==> src/rtl/core/fcr_pkg.sv <==
`timescale 1ns / 1ps
// ----------------------------------------------------------------------------
// Flag CRC frame receiver package
// Shared constants, status codes and the control word of the serial CRC unit.
// ----------------------------------------------------------------------------
package fcr_pkg;

    // Frame store geometry.
    localparam int STORE_BYTES = 64;
    localparam int ADDR_W      = $clog2(STORE_BYTES);
    localparam int CNT_W       = $clog2(STORE_BYTES + 1);

    // Byte and CRC constants.
    localparam logic [7:0]  FLAG_BYTE = 8'h7E;
    localparam logic [15:0] CRC_INIT  = 16'hFFFF;
    localparam logic [15:0] CRC_POLY  = 16'h1021;

    // Status codes carried in the low bits of the result tuser.
    localparam logic [2:0] ST_OK       = 3'd0;
    localparam logic [2:0] ST_OVERFLOW = 3'd1;
    localparam logic [2:0] ST_OUTSIDE  = 3'd2;
    localparam logic [2:0] ST_SHORT    = 3'd3;
    localparam logic [2:0] ST_CRC      = 3'd4;

    // Control word from the frame sequencer to the serial CRC unit.
    typedef struct packed {
        logic init;   // reload the accumulator with the initial value
        logic start;  // begin folding one byte, most significant bit first
    } crc_ctl_t;

endpackage

==> src/rtl/core/flag_crc_frame_receiver.sv <==
`timescale 1ns / 1ps
// ----------------------------------------------------------------------------
// Flag CRC frame receiver
// Collects flag-delimited frames, checks a CRC-16 and delivers good payloads.
// ----------------------------------------------------------------------------
// Each input word is one received byte. A frame is 0x7E, payload, CRC high,
// CRC low, 0x7E; the CRC is CRC-16 with poly 0x1021, init 0xFFFF, no
// reflection, taken over the payload. Every byte gives one status word,
// except a closing flag of a good frame, which gives one word per payload
// byte (or a single word for an empty payload) with tlast on the final one.
// Timing: each payload byte is folded by the bit-serial CRC unit, which folds
// one bit per cycle while the next byte waits; a good frame is then read out
// of the 64-byte store one payload byte at a time, through S_READ and S_PUSH.
// Input words are taken while a result still waits in the output register.
// The store needs no clearing after reset.
// ----------------------------------------------------------------------------
module flag_crc_frame_receiver (
    input  logic       aclk,
    input  logic       aresetn,
    input  logic       s_tvalid,
    output logic       s_tready,
    input  logic [7:0] s_tdata,   // [7:0] rx_byte
    output logic       m_tvalid,
    input  logic       m_tready,
    output logic [7:0] m_tdata,   // [7:0] payload_byte
    output logic [4:0] m_tuser,   // [2:0] status, [3] frame_good, [4] payload_valid
    output logic       m_tlast    // last word caused by this input byte
);
    import fcr_pkg::*;

    // Sequencer states.
    localparam logic [1:0] S_IDLE   = 2'd0;
    localparam logic [1:0] S_DECIDE = 2'd1;
    localparam logic [1:0] S_READ   = 2'd2;
    localparam logic [1:0] S_PUSH   = 2'd3;

    logic [1:0]        state_reg, state_next;
    logic              in_frame_reg, in_frame_next;
    logic [CNT_W-1:0]  count_reg, count_next;
    logic [ADDR_W-1:0] pay_idx_reg, pay_idx_next;
    logic [7:0]        rx_reg, rx_next;
    logic [7:0]        last1_reg, last1_next;
    logic [7:0]        last2_reg, last2_next;

    logic              m_valid_reg, m_valid_next;
    logic [2:0]        m_status_reg, m_status_next;
    logic              m_good_reg, m_good_next;
    logic              m_pv_reg, m_pv_next;
    logic [7:0]        m_byte_reg, m_byte_next;
    logic              m_last_reg, m_last_next;

    crc_ctl_t          crc_ctl;
    logic              crc_busy;
    logic [15:0]       crc_value;

    logic              wr_en;
    logic [7:0]        rd_data;
    logic              out_free;
    logic              is_flag;
    logic [CNT_W-1:0]  plen_full;
    logic [ADDR_W-1:0] plen;
    logic              pay_last;

    // Bit-serial CRC over payload bytes.
    fcr_crc_serial u_crc (
        .aclk    (aclk),
        .aresetn (aresetn),
        .ctl     (crc_ctl),
        .data    (last2_reg),
        .busy    (crc_busy),
        .crc     (crc_value)
    );

    // Frame store; payload reads follow the delivery index.
    fcr_store u_store (
        .aclk    (aclk),
        .wr_en   (wr_en),
        .wr_addr (count_reg[ADDR_W-1:0]),
        .wr_data (rx_reg),
        .rd_addr (pay_idx_reg),
        .rd_data (rd_data)
    );

    assign out_free  = !m_valid_reg || m_tready;
    assign is_flag   = (rx_reg == FLAG_BYTE);
    assign plen_full = count_reg - CNT_W'(3);
    assign plen      = plen_full[ADDR_W-1:0];
    assign pay_last  = (pay_idx_reg == plen);

    // Frame sequencer: classify each byte, update the frame state, load results.
    always_comb begin
        state_next    = state_reg;
        in_frame_next = in_frame_reg;
        count_next    = count_reg;
        pay_idx_next  = pay_idx_reg;
        rx_next       = rx_reg;
        last1_next    = last1_reg;
        last2_next    = last2_reg;
        m_valid_next  = m_valid_reg && !m_tready;
        m_status_next = m_status_reg;
        m_good_next   = m_good_reg;
        m_pv_next     = m_pv_reg;
        m_byte_next   = m_byte_reg;
        m_last_next   = m_last_reg;
        crc_ctl       = '0;
        wr_en         = 1'b0;
        s_tready      = (state_reg == S_IDLE);

        unique case (state_reg)
            S_IDLE: begin
                if (s_tvalid) begin
                    rx_next    = s_tdata;
                    state_next = S_DECIDE;
                end
            end
            S_DECIDE: begin
                if (!crc_busy && out_free) begin
                    // Default result: a single status word.
                    m_valid_next  = 1'b1;
                    m_status_next = ST_OK;
                    m_good_next   = 1'b0;
                    m_pv_next     = 1'b0;
                    m_byte_next   = 8'h00;
                    m_last_next   = 1'b1;
                    state_next    = S_IDLE;
                    priority if (count_reg == CNT_W'(STORE_BYTES)) begin
                        // Store full: drop the byte and start over.
                        m_status_next = ST_OVERFLOW;
                        in_frame_next = 1'b0;
                        count_next    = '0;
                        crc_ctl.init  = 1'b1;
                    end else if (is_flag && !in_frame_reg) begin
                        // Opening flag.
                        crc_ctl.init  = 1'b1;
                        in_frame_next = 1'b1;
                        count_next    = CNT_W'(1);
                        last1_next    = rx_reg;
                    end else if (!in_frame_reg) begin
                        m_status_next = ST_OUTSIDE;
                    end else if (!is_flag) begin
                        // The byte two back is now known to be payload.
                        if (count_reg >= CNT_W'(3)) begin
                            crc_ctl.start = 1'b1;
                        end
                        wr_en      = 1'b1;
                        last2_next = last1_reg;
                        last1_next = rx_reg;
                        count_next = count_reg + CNT_W'(1);
                    end else begin
                        // Closing flag.
                        in_frame_next = 1'b0;
                        if (count_reg < CNT_W'(3)) begin
                            m_status_next = ST_SHORT;
                        end else if ({last2_reg, last1_reg} != crc_value) begin
                            m_status_next = ST_CRC;
                        end else if (count_reg == CNT_W'(3)) begin
                            // Good frame with an empty payload.
                            m_good_next  = 1'b1;
                            count_next   = '0;
                            crc_ctl.init = 1'b1;
                        end else begin
                            m_valid_next = m_valid_reg && !m_tready;
                            pay_idx_next = ADDR_W'(1);
                            state_next   = S_READ;
                        end
                    end
                end
            end
            S_READ: begin
                state_next = S_PUSH;
            end
            S_PUSH: begin
                if (out_free) begin
                    m_valid_next  = 1'b1;
                    m_status_next = ST_OK;
                    m_good_next   = 1'b1;
                    m_pv_next     = 1'b1;
                    m_byte_next   = rd_data;
                    m_last_next   = pay_last;
                    if (pay_last) begin
                        count_next   = '0;
                        crc_ctl.init = 1'b1;
                        state_next   = S_IDLE;
                    end else begin
                        pay_idx_next = pay_idx_reg + ADDR_W'(1);
                        state_next   = S_READ;
                    end
                end
            end
            default: begin
                state_next = S_IDLE;
            end
        endcase
    end

    // Control registers.
    always_ff @(posedge aclk) begin
        if (!aresetn) begin
            state_reg    <= S_IDLE;
            in_frame_reg <= 1'b0;
            count_reg    <= '0;
            m_valid_reg  <= 1'b0;
        end else begin
            state_reg    <= state_next;
            in_frame_reg <= in_frame_next;
            count_reg    <= count_next;
            m_valid_reg  <= m_valid_next;
        end
    end

    // Payload registers.
    always_ff @(posedge aclk) begin
        pay_idx_reg  <= pay_idx_next;
        rx_reg       <= rx_next;
        last1_reg    <= last1_next;
        last2_reg    <= last2_next;
        m_status_reg <= m_status_next;
        m_good_reg   <= m_good_next;
        m_pv_reg     <= m_pv_next;
        m_byte_reg   <= m_byte_next;
        m_last_reg   <= m_last_next;
    end

    assign m_tvalid = m_valid_reg;
    assign m_tdata  = m_byte_reg;
    assign m_tuser  = {m_pv_reg, m_good_reg, m_status_reg};
    assign m_tlast  = m_last_reg;

    // The frame count never runs past the store size.
    a_count_bound: assert property (@(posedge aclk) disable iff (!aresetn)
        count_reg <= CNT_W'(STORE_BYTES))
        else $error("frame count exceeds store size");

    // An open frame always holds at least its opening flag.
    a_open_nonempty: assert property (@(posedge aclk) disable iff (!aresetn)
        in_frame_reg |-> (count_reg != '0))
        else $error("open frame with zero count");

    // No byte is classified while the CRC unit is still folding.
    a_wait_crc: assert property (@(posedge aclk) disable iff (!aresetn)
        (state_reg == S_DECIDE) && crc_busy |=> (state_reg == S_DECIDE))
        else $error("byte classified during CRC update");

    // Payload words only come from a checked frame with status ok.
    a_payload_good: assert property (@(posedge aclk) disable iff (!aresetn)
        m_valid_reg && m_pv_reg |-> m_good_reg && (m_status_reg == ST_OK))
        else $error("payload word outside a good frame");

endmodule

==> src/rtl/core/fcr_crc_serial.sv <==
`timescale 1ns / 1ps
// ----------------------------------------------------------------------------
// Serial CRC-16 unit
// Folds one byte into a CRC-16 (poly 0x1021, no reflection) one bit per cycle.
// ----------------------------------------------------------------------------
module fcr_crc_serial (
    input  logic              aclk,
    input  logic              aresetn,
    input  fcr_pkg::crc_ctl_t ctl,
    input  logic [7:0]        data,
    output logic              busy,
    output logic [15:0]       crc
);
    import fcr_pkg::*;

    logic [15:0] crc_reg, crc_next;
    logic [7:0]  shift_reg, shift_next;
    logic [2:0]  bit_cnt_reg, bit_cnt_next;
    logic        busy_reg, busy_next;
    logic        feedback;

    // One bit step of the CRC shift register, and the load and init controls.
    always_comb begin
        crc_next     = crc_reg;
        shift_next   = shift_reg;
        bit_cnt_next = bit_cnt_reg;
        busy_next    = busy_reg;
        feedback     = crc_reg[15] ^ shift_reg[7];
        if (ctl.init) begin
            crc_next  = CRC_INIT;
            busy_next = 1'b0;
        end else if (ctl.start) begin
            shift_next   = data;
            bit_cnt_next = 3'd0;
            busy_next    = 1'b1;
        end else if (busy_reg) begin
            crc_next     = {crc_reg[14:0], 1'b0} ^ (feedback ? CRC_POLY : 16'h0000);
            shift_next   = {shift_reg[6:0], 1'b0};
            bit_cnt_next = bit_cnt_reg + 3'd1;
            if (bit_cnt_reg == 3'd7) begin
                busy_next = 1'b0;
            end
        end
    end

    always_ff @(posedge aclk) begin
        if (!aresetn) begin
            crc_reg     <= CRC_INIT;
            bit_cnt_reg <= 3'd0;
            busy_reg    <= 1'b0;
        end else begin
            crc_reg     <= crc_next;
            bit_cnt_reg <= bit_cnt_next;
            busy_reg    <= busy_next;
        end
    end

    // The data shift register carries payload only.
    always_ff @(posedge aclk) begin
        shift_reg <= shift_next;
    end

    assign busy = busy_reg;
    assign crc  = crc_reg;

endmodule

==> src/rtl/core/fcr_store.sv <==
`timescale 1ns / 1ps
// ----------------------------------------------------------------------------
// Frame byte store
// Single-port-write, registered-read memory that holds the frame being received.
// ----------------------------------------------------------------------------
module fcr_store (
    input  logic                      aclk,
    input  logic                      wr_en,
    input  logic [fcr_pkg::ADDR_W-1:0] wr_addr,
    input  logic [7:0]                wr_data,
    input  logic [fcr_pkg::ADDR_W-1:0] rd_addr,
    output logic [7:0]                rd_data
);
    import fcr_pkg::*;

    logic [7:0] mem [STORE_BYTES];
    logic [7:0] rd_data_reg;

    // Write port.
    always_ff @(posedge aclk) begin
        if (wr_en) begin
            mem[wr_addr] <= wr_data;
        end
    end

    // Registered read port.
    always_ff @(posedge aclk) begin
        rd_data_reg <= mem[rd_addr];
    end

    assign rd_data = rd_data_reg;

endmodule
==> config.mk <==
export PLATFORM = sky130hd
export DESIGN_NAME = flag_crc_frame_receiver
export DESIGN_NICKNAME = d
export VERILOG_FILES = /design/src/rtl/core/fcr_pkg.sv /design/src/rtl/core/flag_crc_frame_receiver.sv /design/src/rtl/core/fcr_crc_serial.sv /design/src/rtl/core/fcr_store.sv
export SDC_FILE = /design/constraint.sdc
export NUM_CORES = 1
export LEC_CHECK = 0
export BUFFER_PORTS_ARGS = -buffer_cell sky130_fd_sc_hd__buf_2
export CORE_UTILIZATION = 35
export DETAILED_ROUTE_END_ITERATION = 6
export GPL_TIMING_DRIVEN = 0
export SYNTH_ARGS = -nofsm -noshare
export SYNTH_HDL_FRONTEND = slang
export SYNTH_SLANG_ARGS = --single-unit
==> constraint.sdc <==
create_clock -name aclk -period 3.86 [get_ports aclk]
set_clock_uncertainty 0.2 [all_clocks]
set_input_delay 0.772 -clock aclk [delete_from_list [all_inputs] [get_ports aclk]]
set_output_delay 0.772 -clock aclk [all_outputs]
set_load 0.01 [all_outputs]
==> impl.org <==
** Worst setup path
- The critical path in this run is classified as flip-flop to flip-flop.
- Critical Path AT :: 3.92 ns
- R2r setup slk :: -0.01 ns
- Path depth of the worst reg2reg path :: 9
- The worst setup path is captured at a flip-flop.
- Maximum fanout along the worst path :: 10
- In this run the critical register-to-register path is captured at u_store.mem[10][4]$_DFFE_PP_.
- STA puts the critical path data required time at 3.91 ns.
- In this run the critical register-to-register path is launched from count_reg[0]$_SDFFE_PN0P_.
- STA classifies the critical path startpoint as a flip-flop.

** Route
- Total number of vias :: 11,409
- In the routed layout, each cell is associated on average with a via count of 5.20.
- Before antenna repair, the detailed router went through 5 iterations.
- DRC violations left :: 0
- Post-detailed-routing wire length :: 54,100 um
- Count of routing violations after the opening detailed-route iteration :: 934
- Wire length per cell :: 24.7 um
- Antenna viol nets, final :: 0

** STA
- Setup violations, final :: 5
- Hold Violations, Final :: 0
- Final Critical Period :: 3.87 ns
- Setup repair after global routing could not meet its margin everywhere.
- Worst setup slack after layout :: -0.00954 ns
- Max frequency :: 258 MHz
- Slew Viols, Final :: 0
- Transition time at the pin with the least slew margin :: 1.20 ns
- Summed over all failing endpoints, the final setup total negative slack is -0.0382 ns.
- In this run the tightest slew margin relative to its limit is 0.193.
- Dividing the final minimum period by the clock period gives 1.00.

** Synth
- Of all flip-flops after synthesis, the portion carrying an async set or reset was 0.
- Averaged over all synthesized cells, the footprint is between 20 and 25 um2.
- Post-synthesis net count :: 1,168
- For this run, the register share of the synthesized area comes to 0.747.
- The Yosys step of the flow raised 0 warnings.
- edfxtp_1 takes more of the synthesized area than any other cell.
- After synthesis the netlist holds a flip-flop and latch count of 603.
- Share of the synthesized area in the top cell type :: 0.714
- Cell types occupying the most area after synthesis :: edfxtp_1 (71%), mux4_2 (16%), dfxtp_1 (3.3%)
- Number of library cell types mapped by synthesis :: 55
- Most frequently used flop master after synthesis :: edfxtp_1
- Counting flops with a built-in enable in the synthesized netlist gives 564.
- After synthesis the cells add up to between 20,000 and 25,000 um2.
- Synthesis produced a netlist whose cell count is ~1,100.

** Power
- Worst vdd rail ir drop :: 0.352 mV
- Total power draw :: 13.2 mW
- Leakage :: just under 9 nW
- Pwr/cell area :: between 400 and 500 nW/um2

** Outcome
- The run finished, with violations left.
- Violations in the final reports :: setup timing

** Min path
- Hold path start :: s_tdata[5]
- For hold timing, the worst endpoint is rx_reg[5]$_DFFE_PP_.
- The min-delay analysis places its worst path in the category input pin to flip-flop.
- Counting instances, the worst hold path has a depth of 1.

** Floorplanning
- Die span in y :: 262 um
- For this configuration, the core starts out at a cell density of 0.353.
- The die is 262 um wide.
- Number of rows in the core area :: 95
- Floorplan Core Area :: 67,200 um2
- Pin placement for this block handled 28 I/O pins.
- Area of the die :: 68,800 um2

** GRT
- Aggregate global-route resource usage :: 0.158
- Entering global routing, the biggest net connects 33 pins.
- The number of antenna violations at the first check in global routing was 0.
- Aggregate global routing overflow :: 0
- The first global-routing pass estimated 79,500 um of wire.
- The number of global-route vias before repair is 11,557.

** Cells and area
- After the last flow step, the layout net total stands at 1,289.
- The register with the most flip-flops in the layout has just over 500 of them.
- Post-Route Utilization :: 0.412
- Share of final-layout standard cells stronger than drive strength 1 :: 0.307
- The number of antenna diodes in the final layout is 0.
- Signed area change from the synthesized netlist to the final layout :: 16.7%

** CTS
- The clock passes through at most 3 buffers.
- Clock-pin slew reported for the worst setup and hold paths after clock tree synthesis :: 0.06 ns
- Clock latency at the later pin of the worst-skew pair :: 0.62 ns
- Clock root buffer :: clkbuf_16
- Clock tree from TritonCTS :: built
- Total number of H-tree levels :: 2
- Clock buffers created by TritonCTS :: 61
- Clock sink count :: 603

** Place
- Post-DP HPWL :: 36,000 um
- Routability-driven placement finished with a final weighted congestion of 0.825.
- Input/output buffers :: 27

** Run
- Across the run, the number of max-cap violations was 0.
-- report_power, final --
group	internal, mW	switching (mW)	total [mW]
logic	0.0930	0.177	0.270
registers	7.16	0.0177	7.18
clock network	3.30	2.44	5.75
total	10.6	2.64	13.2
-- synth_stat cells (all sizes together), types with 4 or more instances --
cell,number
edfxtp,564
mux4,168
nor2,82
nand2,47
dfxtp,39
buf,38
xor2,22
clkbuf,21
nand3,15
inv,13
mux2i,13
and3,10
ha,10
o21ai,10
or3,9
a21oi,8
nor4,8
xnor2,8
mux2,7
nor3,6
a21o,5
nand2b,5
nor3b,4
-- logic make-up after synthesis --
family	synth area share
DFF	0.747
adders and majority gates	0.00527
buffers and inverters	0.0140
muxes	0.168
AOI/OAI and AO/OA	0.0142
and+or+nand+nor	0.0406
xor gates and xnor gates	0.0111
-- worst max-delay path: stages (launching register included) --
cell,delay [ns]
dfxtp_1,0.44
buf_1,0.46
inv_1,0.13
ha_1,0.23
nand2_1,0.08
or2_2,0.15
nand2_1,0.17
nor3b_2,0.52
nand2_2,0.50
nor2_2,0.60
-- placed cells by master (no fill, tap or decap), types with 9 or more instances in the layout --
cell type and count:
nor2_2 21, clkinv_2 13, nor2_1 41, inv_1 13, buf_2 32, dfxtp_1 39
buf_16 15, ha_1 10, nand2_1 33, nand2_2 14, nand3_1 14, buf_1 21
or3_1 9, clkbuf_16 63, clkbuf_1 34, nor2_4 20, edfxtp_1 564, xor2_1 22
buf_4 22, and3_1 10, mux4_2 168, clkinv_1 16, mux2i_1 13
-- per-layer routing --
metal  global-route usage  routed length [um]  part of all wire
met1                0.213               23100              0.43
met2                0.266               27400              0.51
met3               0.0253                2380             0.044
met4               0.0404                1200             0.022
met5                    0                   0                 0
-- repair_timing --
| action | in CTS | in global routing |
|---|---|---|
| setup buffers | 7 | 6 |
| resized for setup | 50 | 19 |
| pin swaps | 1 | 0 |
| setup endpoints to repair | 337 | 279 |
| hold buffers | 0 | 0 |
-- cell type report --
cell class | count | area (um2)
clock inverters | 39 | 315
fillers | 5813 | 39500
repair buffers | 58 | 691
well taps | 873 | 1090
plain buffers | 59 | 284
inverters | 13 | 48.8
flip-flops and latches | 603 | 17700
multi-input cells | 471 | 5930
clock buffers | 76 | 1630
-- worst max-delay path by stage --
| stage | from | cells after the start | slack, ns | endpoint |
|---|---|---|---|---|
| 6_report | count_reg[0]$_SDFFE_PN0P_ | 9 | -0.01 | u_store.mem[10][4]$_DFFE_PP_ |
| 3_3_place_gp | rx_reg[7]$_DFFE_PP_ | 8 | -1.56 | u_crc.shift_reg[7]$_DFFE_PP_ |
| 5_1_grt | count_reg[0]$_SDFFE_PN0P_ | 9 | -0.15 | u_store.mem[17][5]$_DFFE_PP_ |
| 3_5_place_dp | m_tready | 7 | -0.57 | u_store.mem[43][7]$_DFFE_PP_ |
| 2_1_floorplan | rx_reg[7]$_DFFE_PP_ | 8 | 0.05 | pay_idx_reg[0]$_SDFFCE_PN1P_ |
| 4_1_cts | count_reg[0]$_SDFFE_PN0P_ | 9 | -0.24 | u_store.mem[50][5]$_DFFE_PP_ |
-- per-stage QoR --
| stage | hold slack, ns | std cells | setup slack [ns] | area, um2 |
|---|---|---|---|---|
| 5_1_grt | 0.0930 | 2192 | -0.151 | 27700 |
| 3_5_place_dp | 0.257 | 2064 | -0.569 | 25400 |
| 3_3_place_gp | 0.256 | 2046 | -1.56 | 25000 |
| 2_1_floorplan | 0.247 | 1146 | 0.0502 | 23700 |
| 6_report | 0.131 | 2192 | -0.00954 | 27700 |
| 4_1_cts | 0.0837 | 2186 | -0.236 | 27600 |
No activity file was read; power rests on OpenSTA's default activity.
